==> config.mk <==
export PLATFORM = sky130hd
export DESIGN_NAME = ezyx_sqrt_cell
export DESIGN_NICKNAME = d
export VERILOG_FILES = /design/src/ezyx_pkg.sv /design/src/ezyx_sqrt_cell.sv
export SDC_FILE = /design/constraint.sdc
export NUM_CORES = 1
export LEC_CHECK = 0
export BUFFER_PORTS_ARGS = -buffer_cell sky130_fd_sc_hd__buf_2
export CORE_UTILIZATION = 40
export CTS_BUF_LIST = sky130_fd_sc_hd__clkbuf_8
export DETAILED_ROUTE_END_ITERATION = 12
export PLACE_DENSITY_LB_ADDON = 0.3
export SLEW_MARGIN = 20
export SYNTH_ARGS = -nofsm -noshare
export SYNTH_HDL_FRONTEND = slang
export SYNTH_SLANG_ARGS = --single-unit
==> constraint.sdc <==
create_clock -name clk -period 8.4 [get_ports clk]
set_clock_uncertainty 0.2 [all_clocks]
set_input_delay 0.84 -clock clk [delete_from_list [all_inputs] [get_ports clk]]
set_output_delay 0.84 -clock clk [all_outputs]
set_load 0.05 [all_outputs]
==> src/ezyx_pkg.sv <==
// Shared types, sizes and helper functions for the ZYX Euler angle pipeline.
// No dependencies; used by every module in src.
package ezyx_pkg;

	localparam int DATA_WIDTH   = 16;
	localparam int CORDIC_STEPS = 16;

	// operand width after negation, squared-sum width, square root step count
	localparam int OW   = DATA_WIDTH + 1;
	localparam int SQ_W = 2 * DATA_WIDTH + 2;
	localparam int NSQ  = SQ_W / 2;
	localparam int WORK = 40;
	localparam int SH   = WORK - DATA_WIDTH;
	localparam int WW   = WORK + 4;
	localparam int ZW   = 34;
	localparam int SIW  = $clog2((NSQ > CORDIC_STEPS ? NSQ : CORDIC_STEPS) + 1);

	localparam logic signed [ZW-1:0] HALF_PI_Q30 = ZW'(64'sd1686629713);
	localparam logic signed [ZW-1:0] PI_Q13      = ZW'(64'sd25736);
	localparam logic signed [ZW-1:0] HALF_PI_Q13 = ZW'(64'sd12868);

	typedef struct packed {
		logic signed [WW-1:0] x;
		logic signed [WW-1:0] y;
		logic signed [ZW-1:0] z;
		logic                 zero;
	} lane_t;

	typedef struct packed {
		logic [SQ_W-1:0]      rem;
		logic [SQ_W-1:0]      root;
		logic signed [OW-1:0] yaw_y;
		logic signed [OW-1:0] yaw_x;
		logic signed [OW-1:0] pit_y;
		logic signed [OW-1:0] roll_y;
		logic signed [OW-1:0] roll_x;
		logic                 lock;
		logic                 pos;
	} sq_t;

	typedef struct packed {
		lane_t yaw;
		lane_t pit;
		lane_t roll;
		logic  lock;
		logic  pos;
	} cd_t;

	function automatic logic signed [ZW-1:0] atan_q30(input int i);
		logic signed [ZW-1:0] v;
		case (i)
			0:  v = ZW'(64'sd843314857);
			1:  v = ZW'(64'sd497837829);
			2:  v = ZW'(64'sd263043837);
			3:  v = ZW'(64'sd133525159);
			4:  v = ZW'(64'sd67021687);
			5:  v = ZW'(64'sd33543516);
			6:  v = ZW'(64'sd16775851);
			7:  v = ZW'(64'sd8388437);
			8:  v = ZW'(64'sd4194283);
			9:  v = ZW'(64'sd2097149);
			10: v = ZW'(64'sd1048576);
			11: v = ZW'(64'sd524288);
			12: v = ZW'(64'sd262144);
			13: v = ZW'(64'sd131072);
			14: v = ZW'(64'sd65536);
			15: v = ZW'(64'sd32768);
			16: v = ZW'(64'sd16384);
			17: v = ZW'(64'sd8192);
			18: v = ZW'(64'sd4096);
			19: v = ZW'(64'sd2048);
			20: v = ZW'(64'sd1024);
			21: v = ZW'(64'sd512);
			22: v = ZW'(64'sd256);
			23: v = ZW'(64'sd128);
			default: v = '0;
		endcase
		return v;
	endfunction

	// scale to the working format and fold the left half plane onto the right
	function automatic lane_t cordic_init(input logic signed [OW-1:0] y,
		input logic signed [OW-1:0] x);
		lane_t l;
		logic signed [WW-1:0] xs, ys;
		xs = WW'(x) <<< SH;
		ys = WW'(y) <<< SH;
		l.zero = (x == '0) && (y == '0);
		if (x < 0) begin
			if (y >= 0) begin
				l.x = ys;
				l.y = -xs;
				l.z = HALF_PI_Q30;
			end else begin
				l.x = -ys;
				l.y = xs;
				l.z = -HALF_PI_Q30;
			end
		end else begin
			l.x = xs;
			l.y = ys;
			l.z = '0;
		end
		return l;
	endfunction

	// round Q2.30 to Q3.13 to nearest (ties upward), then saturate at +-lim
	function automatic logic signed [ZW-1:0] round_clamp(input logic signed [ZW-1:0] z,
		input logic signed [ZW-1:0] lim);
		logic signed [ZW-1:0] r;
		r = (z + ZW'(64'sd65536)) >>> 17;
		if (r > lim)
			r = lim;
		else if (r < -lim)
			r = -lim;
		return r;
	endfunction

endpackage

==> src/ezyx_sqrt_cell.sv <==
// One cell of the square root chain: settles one result bit per cell.
// Depends on ezyx_pkg.
module ezyx_sqrt_cell
	import ezyx_pkg::*;
(
	input  logic           clk,
	input  logic           arst_n,
	input  logic [SIW-1:0] step,
	input  logic           in_valid,
	output logic           in_ready,
	input  sq_t            in_data,
	output logic           out_valid,
	input  logic           out_ready,
	output sq_t            out_data
);

	logic [SQ_W-1:0] one_hot;
	logic [SQ_W-1:0] trial;
	sq_t             nxt;
	logic            valid_q;
	sq_t             data_q;

	assign in_ready = !valid_q || out_ready;

	always_comb begin
		one_hot = {{(SQ_W-1){1'b0}}, 1'b1} << (SQ_W - 2 - 2 * int'(step));
		trial   = in_data.root + one_hot;
		nxt     = in_data;
		if (in_data.rem >= trial) begin
			nxt.rem  = in_data.rem - trial;
			nxt.root = (in_data.root >> 1) + one_hot;
		end else begin
			nxt.root = in_data.root >> 1;
		end
	end

	always_ff @(posedge clk or negedge arst_n) begin
		if (!arst_n) begin
			valid_q <= 1'b0;
		end else if (in_ready) begin
			valid_q <= in_valid;
		end
	end

	always_ff @(posedge clk) begin
		if (in_ready && in_valid) begin
			data_q <= nxt;
		end
	end

	assign out_valid = valid_q;
	assign out_data  = data_q;

endmodule

==> impl_metrics.csv <==
group,metric,value,unit
pwr,p_per_area,184,nW/um^2
clocking,clock_latency,440,ps
sta,max_freq,136,MHz
pwr,clockPowerShare,0.277,
yosys,synthCells,881,
yosys,synth_area_leader_cell,"edfxtp_1",
clocking,clockBufferDepth,2,
sta,setup_viol_count_final,0,
detailed_routing,wl_per_cell,18.7,um
sta,min_period_over_period,0.873,
global_route,grt_pass1_wl,42.5,mm
pwr,p_leak,5.10,nW
layout,fin_nets,1435,
floorplan,die_area,24700,um^2
clocking,htree_num_levels,4,
yosys,synthTopCellsByArea,"edfxtp_1, ha_1, xnor2_1",
clocking,cts_buffers,17,
pwr,switchingPower,796,uW
detailed_routing,drtIter0Drc,549,
critical_path,path_max_fanout,39,
outcome,status,"finished, final reports clean",
pwr,p_seq_frac,0.427,
critical_path,cp-end-kind,"flip-flop",
sta,rsz0062_at_grt,"false",
placement,portBuffers,320,
detailed_routing,route.detailed.drc,0,
yosys,synth_warnings,0,
critical_path,start_kind,"primary input",
critical_path,cpPeakStageDelay,510,ps
sta,worstMarginPinSlew,1020,ps
yosys,synth_flop_cell,"edfxtp_1",
pwr,pwr-share-comb,0.296,
yosys,syn-num-nets,1113,
global_route,grt.total_usage,0.228,
clocking,cts-root-buf,"clkbuf_8",
placement,place_hpwl,22.7,mm
placement,dpl_worst_slack,657,ps
global_route,grt_pass1_vias,7613,
critical_path,slowest_stage,"a41o_2",
yosys,ys_ff_latch,156,
floorplan,die_x,157,um
sta,final-hold-violation-count,0,
layout,layout-drive-gt1-share,0.318,
floorplan,core,23500,um^2
global_route,antenna_found_initial,6,
detailed_routing,drtAntennaViolNets,0,
yosys,avgSynthCellArea,10.9,um^2
floorplan,rows,56,
sta,slew_headroom,0.320,
yosys,seq_area_frac_synth,0.486,
yosys,async_flop_share,0.00641,
global_route,overflow,0,
floorplan,start_util,0.409,
yosys,synth_cell_types,67,
floorplan,chipHeight,157,um
pwr,p_sw_frac,0.361,
placement,gp_routability_congestion,0.872,
yosys,synth_most_common_cell,"edfxtp_1",
pwr,vdd_drop_max,0.102,mV
detailed_routing,wl,28.8,mm
sta,fin_ws,1060,ps
layout,n_fill_cell,2225,
critical_path,r2r_slack,5490,ps
sta,final_max_slew_viol_count,0,
detailed_routing,vias,8095,
clocking,tritoncts,"done",
critical_path,critical_path_class,"in -> reg",
detailed_routing,vias_per_cell,5.26,
yosys,synthTopCellsByCount,"edfxtp_1, nor2_1, a21oi_1, ha_1, nand2_1",
sta,fin_crit,7340,ps
flow_run,max-cap-violations,0,
pwr,p_int,1.41,mW
yosys,syn-cell-area,9630,um^2
sta,fin_tns_setup,0,ps
critical_path,critPathArrivalTime,7330,ps
layout,area_growth,24.7,%
min_path,hp-class,"in -> reg",
critical_path,crit_top_cell,"a21o_1",
global_route,grt_max_degree,80,
yosys,synthDominantCellAreaShare,0.483,
clocking,cts.sinks,156,
detailed_routing,firstDrtPassIters,5,
floorplan,io_pins,321,
critical_path,cp.required,8390,ps
yosys,synth-edff-count,155,
clocking,clk_pin_slew,110,ps
critical path: cells and delay by family:
| kind | cells | cell delay [ps] |
|---|---|---|
| AO/OA/AOI/OAI | 14 | 3370 |
| AND/OR/NAND/NOR | 5 | 1020 |
| adder cells (fa/ha/maj) | 3 | 1000 |
| buffers and inverters | 4 | 710 |
| XOR/XNOR | 2 | 340 |
metal layers:
layer	vias up	track usage	wire length, um
met3	22	0.0526	1900
met5	-	0	40
li1	3975	-	-
met1	3831	0.290	12600
met2	261	0.389	13900
met4	6	0.0522	333
final cells by class:
type | count | area (um^2) | area share
well taps | 319 | 399 | 0.0332
flip-flops and latches | 156 | 4680 | 0.390
inverters | 20 | 75.1 | 0.00625
multi-input cells | 680 | 4750 | 0.396
clock buffers | 17 | 234 | 0.0195
diodes | 3 | 7.51 | 0.000625
clock inverters | 15 | 184 | 0.0153
repair buffers | 328 | 1680 | 0.140
final timing paths:
check | from | to | cells past startpoint
min in group asynchronous | arst_n | out_valid | 2
max in group asynchronous | arst_n | out_valid | 2
setup reg to reg | out_valid | out_data[149] | 3
hold / removal | in_data[11] | out_data[11] | 1
hold reg to reg | out_valid | out_valid | 2
setup / recovery | step[0] | out_data[146] | 28
through the flow:
stage	std cells	power, mW	area (um^2)	util	hold slack (ps)
2_1_floorplan	881	1.43	9630	-	344
3_3_place_gp	1502	1.60	11600	0.491	321
3_5_place_dp	1502	1.61	11600	0.491	356
4_1_cts	1535	2.22	12000	0.510	328
5_1_grt	1537	2.31	12000	0.510	314
6_report	1538	2.20	12000	0.510	353
power by group through the flow:
stage / Sequential [mW] / Clock (mW) / Combinational, mW
global route: 0.946 / 0.658 / 0.702
detailed placement: 0.958 / 0 / 0.648
finish: 0.941 / 0.611 / 0.652
floorplan: 1.15 / 0 / 0.288
CTS: 0.941 / 0.630 / 0.653
global placement: 0.958 / 0 / 0.644
registers in the layout, indices dropped and copies added (netlist names):
register and count:
out_valid 1, out_data 155
repair_timing:
action                                  CTS  global route
buffers inserted                          0             0
endpoints found under the hold margin     1             0
endpoints found under the setup margin    0             0
hold buffers                              1             0
resized for setup                         0             0
cells in the final DEF (no fill, tap or decap), types with 3 or more instances in the layout:
master     count
edfxtp_1     155
a21oi_1       67
diode_2        3
o2111ai_1      3
inv_1         21
a21o_1        33
o221ai_1       3
and3_1        12
buf_2        320
mux2_4         9
nor2_1        90
nor3_1        12
o21ai_1        9
o21bai_1       5
o31ai_1        5
nor4_1         4
buf_4          6
and4_1         8
or3_1          5
clkbuf_8      17
xnor2_1       52
o21a_1         7
xor2_1        42
or2_2          3
nand2b_1      11
nand2_1       60
ha_1          67
nor2b_1        9
o21ai_0       32
a21boi_0       5
a41oi_1        3
a211oi_1       6
nand3_1       13
and2_1        13
a31oi_1       33
nand4_1       12
a31o_2         6
inv_6          5
cell families (layout without fill, tap and decap cells):
| kind of cell | count (synthesis) | after routing | synth area share |
|---|---|---|---|
| adder cells (fa/ha/maj) | 70 | 70 | 0.0912 |
| AND/OR/NAND/NOR | 259 | 259 | 0.130 |
| flip-flops | 156 | 156 | 0.486 |
| buffers and inverters | 45 | 380 | 0.0211 |
| XOR/XNOR | 95 | 95 | 0.0872 |
| AO/OA/AOI/OAI | 247 | 247 | 0.171 |
| other | 0 | 3 | 0 |
| multiplexers | 9 | 9 | 0.0140 |
Power figures use the tool's default switching activity.
