File: config.mk
export PLATFORM = sky130hd
export DESIGN_NAME = ezyx_cordic_cell
export DESIGN_NICKNAME = d
export VERILOG_FILES = /design/src/ezyx_pkg.sv /design/src/ezyx_cordic_cell.sv
export SDC_FILE = /design/constraint.sdc
export NUM_CORES = 2
export LEC_CHECK = 0
export ABC_AREA = 1
export ABC_CLOCK_PERIOD_IN_PS = 27600
export BUFFER_PORTS_ARGS = -buffer_cell sky130_fd_sc_hd__buf_2
export CAP_MARGIN = 15
export CORE_MARGIN = 1.5
export CORE_UTILIZATION = 25
export CTS_CLUSTER_DIAMETER = 200
export DETAILED_ROUTE_END_ITERATION = 7
export GPL_ROUTABILITY_DRIVEN = 0
export MAX_ROUTING_LAYER = met4
export PLACE_DENSITY_LB_ADDON = 0.2
export SLEW_MARGIN = 10
export SYNTH_ARGS = -nofsm -noshare
export SYNTH_HDL_FRONTEND = slang
export SYNTH_SLANG_ARGS = --single-unit
export TNS_END_PERCENT = 100
File: constraint.sdc
create_clock -name clk -period 27.6 [get_ports clk]
set_input_delay 1.38 -clock clk [delete_from_list [all_inputs] [get_ports clk]]
set_output_delay 1.38 -clock clk [all_outputs]
set_load 0.02 [all_outputs]
File: src/ezyx_pkg.sv
// Shared types, sizes and helper functions for the ZYX Euler angle pipeline.
// No dependencies; used by every module in src.
package ezyx_pkg;

	localparam int DATA_WIDTH   = 16;
	localparam int CORDIC_STEPS = 16;

	// operand width after negation, squared-sum width, square root step count
	localparam int OW   = DATA_WIDTH + 1;
	localparam int SQ_W = 2 * DATA_WIDTH + 2;
	localparam int NSQ  = SQ_W / 2;
	localparam int WORK = 40;
	localparam int SH   = WORK - DATA_WIDTH;
	localparam int WW   = WORK + 4;
	localparam int ZW   = 34;
	localparam int SIW  = $clog2((NSQ > CORDIC_STEPS ? NSQ : CORDIC_STEPS) + 1);

	localparam logic signed [ZW-1:0] HALF_PI_Q30 = ZW'(64'sd1686629713);
	localparam logic signed [ZW-1:0] PI_Q13      = ZW'(64'sd25736);
	localparam logic signed [ZW-1:0] HALF_PI_Q13 = ZW'(64'sd12868);

	typedef struct packed {
		logic signed [WW-1:0] x;
		logic signed [WW-1:0] y;
		logic signed [ZW-1:0] z;
		logic                 zero;
	} lane_t;

	typedef struct packed {
		logic [SQ_W-1:0]      rem;
		logic [SQ_W-1:0]      root;
		logic signed [OW-1:0] yaw_y;
		logic signed [OW-1:0] yaw_x;
		logic signed [OW-1:0] pit_y;
		logic signed [OW-1:0] roll_y;
		logic signed [OW-1:0] roll_x;
		logic                 lock;
		logic                 pos;
	} sq_t;

	typedef struct packed {
		lane_t yaw;
		lane_t pit;
		lane_t roll;
		logic  lock;
		logic  pos;
	} cd_t;

	function automatic logic signed [ZW-1:0] atan_q30(input int i);
		logic signed [ZW-1:0] v;
		case (i)
			0:  v = ZW'(64'sd843314857);
			1:  v = ZW'(64'sd497837829);
			2:  v = ZW'(64'sd263043837);
			3:  v = ZW'(64'sd133525159);
			4:  v = ZW'(64'sd67021687);
			5:  v = ZW'(64'sd33543516);
			6:  v = ZW'(64'sd16775851);
			7:  v = ZW'(64'sd8388437);
			8:  v = ZW'(64'sd4194283);
			9:  v = ZW'(64'sd2097149);
			10: v = ZW'(64'sd1048576);
			11: v = ZW'(64'sd524288);
			12: v = ZW'(64'sd262144);
			13: v = ZW'(64'sd131072);
			14: v = ZW'(64'sd65536);
			15: v = ZW'(64'sd32768);
			16: v = ZW'(64'sd16384);
			17: v = ZW'(64'sd8192);
			18: v = ZW'(64'sd4096);
			19: v = ZW'(64'sd2048);
			20: v = ZW'(64'sd1024);
			21: v = ZW'(64'sd512);
			22: v = ZW'(64'sd256);
			23: v = ZW'(64'sd128);
			default: v = '0;
		endcase
		return v;
	endfunction

	// scale to the working format and fold the left half plane onto the right
	function automatic lane_t cordic_init(input logic signed [OW-1:0] y,
		input logic signed [OW-1:0] x);
		lane_t l;
		logic signed [WW-1:0] xs, ys;
		xs = WW'(x) <<< SH;
		ys = WW'(y) <<< SH;
		l.zero = (x == '0) && (y == '0);
		if (x < 0) begin
			if (y >= 0) begin
				l.x = ys;
				l.y = -xs;
				l.z = HALF_PI_Q30;
			end else begin
				l.x = -ys;
				l.y = xs;
				l.z = -HALF_PI_Q30;
			end
		end else begin
			l.x = xs;
			l.y = ys;
			l.z = '0;
		end
		return l;
	endfunction

	// round Q2.30 to Q3.13 to nearest (ties upward), then saturate at +-lim
	function automatic logic signed [ZW-1:0] round_clamp(input logic signed [ZW-1:0] z,
		input logic signed [ZW-1:0] lim);
		logic signed [ZW-1:0] r;
		r = (z + ZW'(64'sd65536)) >>> 17;
		if (r > lim)
			r = lim;
		else if (r < -lim)
			r = -lim;
		return r;
	endfunction

endpackage

File: src/ezyx_cordic_cell.sv
// One CORDIC micro-rotation cell, applied to the yaw, pitch and roll lanes.
// Depends on ezyx_pkg.
module ezyx_cordic_cell
	import ezyx_pkg::*;
(
	input  logic           clk,
	input  logic           arst_n,
	input  logic [SIW-1:0] step,
	input  logic           in_valid,
	output logic           in_ready,
	input  cd_t            in_data,
	output logic           out_valid,
	input  logic           out_ready,
	output cd_t            out_data
);

	logic  valid_q;
	cd_t   data_q;
	cd_t   nxt;

	function automatic lane_t rotate(input lane_t l, input logic [SIW-1:0] i);
		lane_t r;
		logic signed [WW-1:0] xs, ys;
		logic signed [ZW-1:0] a;
		xs = l.x >>> i;
		ys = l.y >>> i;
		a  = atan_q30(int'(i));
		r  = l;
		if (!l.y[WW-1]) begin
			r.x = l.x + ys;
			r.y = l.y - xs;
			r.z = l.z + a;
		end else begin
			r.x = l.x - ys;
			r.y = l.y + xs;
			r.z = l.z - a;
		end
		return r;
	endfunction

	assign in_ready = !valid_q || out_ready;

	always_comb begin
		nxt      = in_data;
		nxt.yaw  = rotate(in_data.yaw, step);
		nxt.pit  = rotate(in_data.pit, step);
		nxt.roll = rotate(in_data.roll, step);
	end

	always_ff @(posedge clk or negedge arst_n) begin
		if (!arst_n) begin
			valid_q <= 1'b0;
		end else if (in_ready) begin
			valid_q <= in_valid;
		end
	end

	always_ff @(posedge clk) begin
		if (in_ready && in_valid) begin
			data_q <= nxt;
		end
	end

	assign out_valid = valid_q;
	assign out_data  = data_q;

endmodule

==> impl_metrics.xml <==
<?xml version="1.0" encoding="UTF-8"?>
<metrics>
  <group name="grt">
    <metric name="first_global_vias" unit="">63800</metric>
    <metric name="globalRouteTotalUtil" unit="">0.237</metric>
    <metric name="grt_start_max_net_pins" unit="">138</metric>
    <metric name="grt_pass1_wl" unit="um">414000</metric>
    <metric name="globalRoute.totalOverflow" unit="">0</metric>
    <metric name="grt_antenna_before_repair" unit="">36</metric>
  </group>
  <group name="cts">
    <metric name="clock_tree.buffer_depth" unit="">3</metric>
    <metric name="clock-root-buffer" unit="">sky130_fd_sc_hd__clkbuf_16</metric>
    <metric name="clock_latency_reported_for_the_late_side_of_the_worst_skew_pair" unit="ns">0.71</metric>
    <metric name="post-cts-setup-buffers" unit="">0</metric>
    <metric name="ctsHoldBuffers" unit="">0</metric>
    <metric name="cts.htree.levels" unit="">2</metric>
    <metric name="cts.clk_slew.worst_paths" unit="ns">0.06</metric>
    <metric name="cts_resized" unit="">0</metric>
    <metric name="tritoncts_num_sinks" unit="">372</metric>
    <metric name="cts_buffers" unit="">46</metric>
    <metric name="cts_tree" unit="">built</metric>
  </group>
  <group name="floorplanning">
    <metric name="dieWidth" unit="um">486</metric>
    <metric name="num_rows" unit="">176</metric>
    <metric name="initial_core_utilization" unit="">0.252</metric>
    <metric name="height_of_the_chip" unit="um">486</metric>
    <metric name="die-area" unit="mm2">0.236</metric>
    <metric name="floorplan.core_area" unit="mm2">0.231</metric>
    <metric name="design.portCount" unit="">753</metric>
  </group>
  <group name="finish">
    <metric name="post-route-util" unit="">0.286</metric>
    <metric name="synthToLayoutAreaGrowth" unit="%">13.5</metric>
    <metric name="final_cells" unit="">13300</metric>
    <metric name="design.final.nets" unit="">11000</metric>
    <metric name="post_route_cells_drive_above_1_share" unit="">0.108</metric>
  </group>
  <group name="logic_synthesis">
    <metric name="yosys.cell_types.count" unit="">64</metric>
    <metric name="synth_commonest_cells" unit="">3,074 x sky130_fd_sc_hd__nand2_1, 1,593 x sky130_fd_sc_hd__nand3_1, 808 x sky130_fd_sc_hd__inv_1</metric>
    <metric name="syn-mean-instance-area" unit="um2">6.01</metric>
    <metric name="cell_count_after_synthesis" unit="">9684</metric>
    <metric name="share_of_yosys_cell_area_claimed_by_the_top_area_cell_type" unit="">0.198</metric>
    <metric name="synthDominantAreaCellType" unit="">sky130_fd_sc_hd__nand2_1</metric>
    <metric name="mappedNetlistArea" unit="mm2">0.0582</metric>
    <metric name="synth_area_leaders" unit="">sky130_fd_sc_hd__nand2_1 20%, sky130_fd_sc_hd__edfxtp_1 19%, sky130_fd_sc_hd__nand3_1 14%</metric>
    <metric name="post_synth_edffs" unit="">371</metric>
    <metric name="yosys_warnings" unit="">0</metric>
    <metric name="yosysMostFrequentCell" unit="">sky130_fd_sc_hd__nand2_1</metric>
    <metric name="synth-main-ff-cell" unit="">sky130_fd_sc_hd__edfxtp_1</metric>
    <metric name="share_of_the_yosys_chip_area_belonging_to_registers" unit="">0.192</metric>
    <metric name="ys_ff_latch" unit="">372</metric>
    <metric name="synth-async-reset-ratio" unit="">0.00269</metric>
    <metric name="synth_fp_nets" unit="">10500</metric>
  </group>
  <group name="timing">
    <metric name="report.final.slew_viol_count" unit="">0</metric>
    <metric name="finalSetupTns" unit="ns">0</metric>
    <metric name="skew" unit="ns">0.0591</metric>
    <metric name="fmax" unit="GHz">0.134</metric>
    <metric name="min_period" unit="ns">7.47</metric>
    <metric name="timing.max_slew.rel_slack" unit="">0.223</metric>
    <metric name="setup_viol_count_final" unit="">0</metric>
    <metric name="rsz0062_at_grt" unit="">false</metric>
    <metric name="period_utilisation_layout" unit="">0.271</metric>
    <metric name="worst_slack" unit="ns">20.13</metric>
    <metric name="timing_worst_slew_pin_value" unit="ns">1.16</metric>
    <metric name="hold-worst-slack" unit="ns">0.491</metric>
    <metric name="final-hold-violation-count" unit="">0</metric>
  </group>
  <group name="detailed_routing">
    <metric name="detailedRoute.firstPassIterationCount" unit="">8</metric>
    <metric name="avgViaCountPerCell" unit="">5.20</metric>
    <metric name="antenna_violating_nets_post_route" unit="">0</metric>
    <metric name="vias" unit="">69100</metric>
    <metric name="wl_per_cell" unit="um">21.5</metric>
    <metric name="drc" unit="">0</metric>
    <metric name="1st_iter_drt_viols" unit="">7695</metric>
    <metric name="postRouteWirelength" unit="um">285000</metric>
  </group>
  <group name="power_and_ir_drop">
    <metric name="share_clk_of_total_power" unit="">0.183</metric>
    <metric name="ir_worst_vdd" unit="uV">47.7</metric>
    <metric name="power.switching" unit="mW">1.70</metric>
    <metric name="power_per_cell_area" unit="mW/mm2">52.0</metric>
    <metric name="p_sw_frac" unit="">0.494</metric>
    <metric name="comb_power_share" unit="">0.575</metric>
    <metric name="static-leakage-power" unit="nW">31.8</metric>
    <metric name="seq_power_share" unit="">0.241</metric>
    <metric name="cellInternalPower" unit="mW">1.74</metric>
  </group>
  <group name="place">
    <metric name="portBuffers" unit="">752</metric>
    <metric name="preCtsSetupSlack" unit="ns">19.40</metric>
    <metric name="dpl.cell_count" unit="">13200</metric>
    <metric name="hpwlAfterDp" unit="um">237000</metric>
  </group>
  <group name="setup_path">
    <metric name="max_stage_delay" unit="ns">0.77</metric>
    <metric name="timing.reg2reg.setup_slack" unit="ns">24.06</metric>
    <metric name="worstPathArrival" unit="ns">7.89</metric>
    <metric name="worst_path_maximum_fanout" unit="">76</metric>
    <metric name="crit_path_top_delay_cell" unit="">sky130_fd_sc_hd__buf_4</metric>
    <metric name="critical_path.most_common_cell" unit="">sky130_fd_sc_hd__nand2_1</metric>
    <metric name="critical_path_required" unit="ns">28.02</metric>
    <metric name="endpoint_kind" unit="">flip-flop</metric>
    <metric name="worst_setup_path_start_kind" unit="">input pin</metric>
    <metric name="criticalPathCategory" unit="">input pin to flip-flop</metric>
  </group>
  <group name="outcome">
    <metric name="run_status" unit="">finished, final reports clean</metric>
  </group>
  <group name="job">
    <metric name="max_cap_violations" unit="">0</metric>
  </group>
  <group name="worst_hold_path">
    <metric name="hold_path_class" unit="">input pin to async pin</metric>
  </group>
</metrics>
## state kept, by name (all words and copies together) (netlist names)
register   cells
out_data     371
out_valid      1
## cells in the final DEF, fill, tap and decap left out, types with 43 or more instances in the layout
| cell type | count |
|---|---|
| sky130_fd_sc_hd__nand2_1 | 3074 |
| sky130_fd_sc_hd__buf_2 | 747 |
| sky130_fd_sc_hd__o21ai_0 | 390 |
| sky130_fd_sc_hd__o21bai_1 | 43 |
| sky130_fd_sc_hd__inv_1 | 806 |
| sky130_fd_sc_hd__xor2_1 | 337 |
| sky130_fd_sc_hd__nand3_1 | 1593 |
| sky130_fd_sc_hd__o21ai_1 | 114 |
| sky130_fd_sc_hd__edfxtp_1 | 371 |
| sky130_fd_sc_hd__ha_1 | 402 |
| sky130_fd_sc_hd__nand4_1 | 113 |
| sky130_fd_sc_hd__nor2_1 | 794 |
| sky130_fd_sc_hd__nor3_1 | 65 |
| sky130_fd_sc_hd__xnor2_1 | 152 |
| sky130_fd_sc_hd__a21oi_1 | 503 |
| sky130_fd_sc_hd__clkbuf_16 | 46 |
| sky130_fd_sc_hd__inv_2 | 95 |
| sky130_fd_sc_hd__a31oi_1 | 115 |
## power groups by stage
stage,Combinational (mW),Sequential [mW],Clock (mW)
3_3_place_gp,1.96,0.840,0
2_1_floorplan,1.18,0.983,0
5_1_grt,2.16,0.838,0.671
3_5_place_dp,1.95,0.840,0
4_1_cts,1.96,0.831,0.657
6_report,1.98,0.829,0.630
## kinds of logic (layout without fill, tap and decap cells)
| family | count (synthesis) | in the layout | share of synthesized area |
|---|---|---|---|
| AND/OR/NAND/NOR | 5795 | 5795 | 0.424 |
| AO/OA/AOI/OAI | 1360 | 1360 | 0.132 |
| buffers and inverters | 1257 | 1796 | 0.0891 |
| XOR/XNOR | 489 | 489 | 0.0736 |
| adder cells (fa/ha/maj) | 411 | 411 | 0.0895 |
| flip-flops | 372 | 372 | 0.192 |
| other | 0 | 35 | 0 |
## cell type report
class,count,area (um2)
inverter,923,3510
fill,26200,165000
clock buffer,52,1170
multi-input combinational,8055,41900
timing repair buffer,793,4120
clock inverter,28,323
antenna,35,87.6
sequential,372,11200
tap,3026,3790
## critical path: cells and delay by family
kind                     cells  cell delay [ns]
AO/OA/AOI/OAI                7             1.64
XOR/XNOR                     2             0.45
adder cells (fa/ha/maj)      2             0.51
buffers and inverters        5             1.81
AND/OR/NAND/NOR             13             1.95
## routing by layer
metal	wire, um	up-vias	GRT usage
met3	20700	344	0.0328
met2	126000	2971	0.368
met4	8250	0	0.0621
met1	130000	32400	0.321
li1	-	33500	-
met5	0	-	-
## stage by stage
step                      power [mW]  cell area [um2]
after CTS                       3.45            66000
final                           3.44            66100
after detailed placement        2.79            64500
after floorplan                 2.16            58200
after global routing            3.67            66100
after global placement          2.80            64500
## path summary, 6_finish.rpt
check | startpoint | endpoint | cells after the start
worst min-delay path | arst_n | out_valid | 1
min in group clk | out_valid | out_valid | 2
max in group asynchronous | arst_n | out_valid | 1
worst min register to register | out_valid | out_valid | 2
worst max register to register | out_valid | out_data[355] | 4
worst max-delay path | step[1] | out_data[200] | 29
No activity file was read; power rests on OpenSTA's default activity.
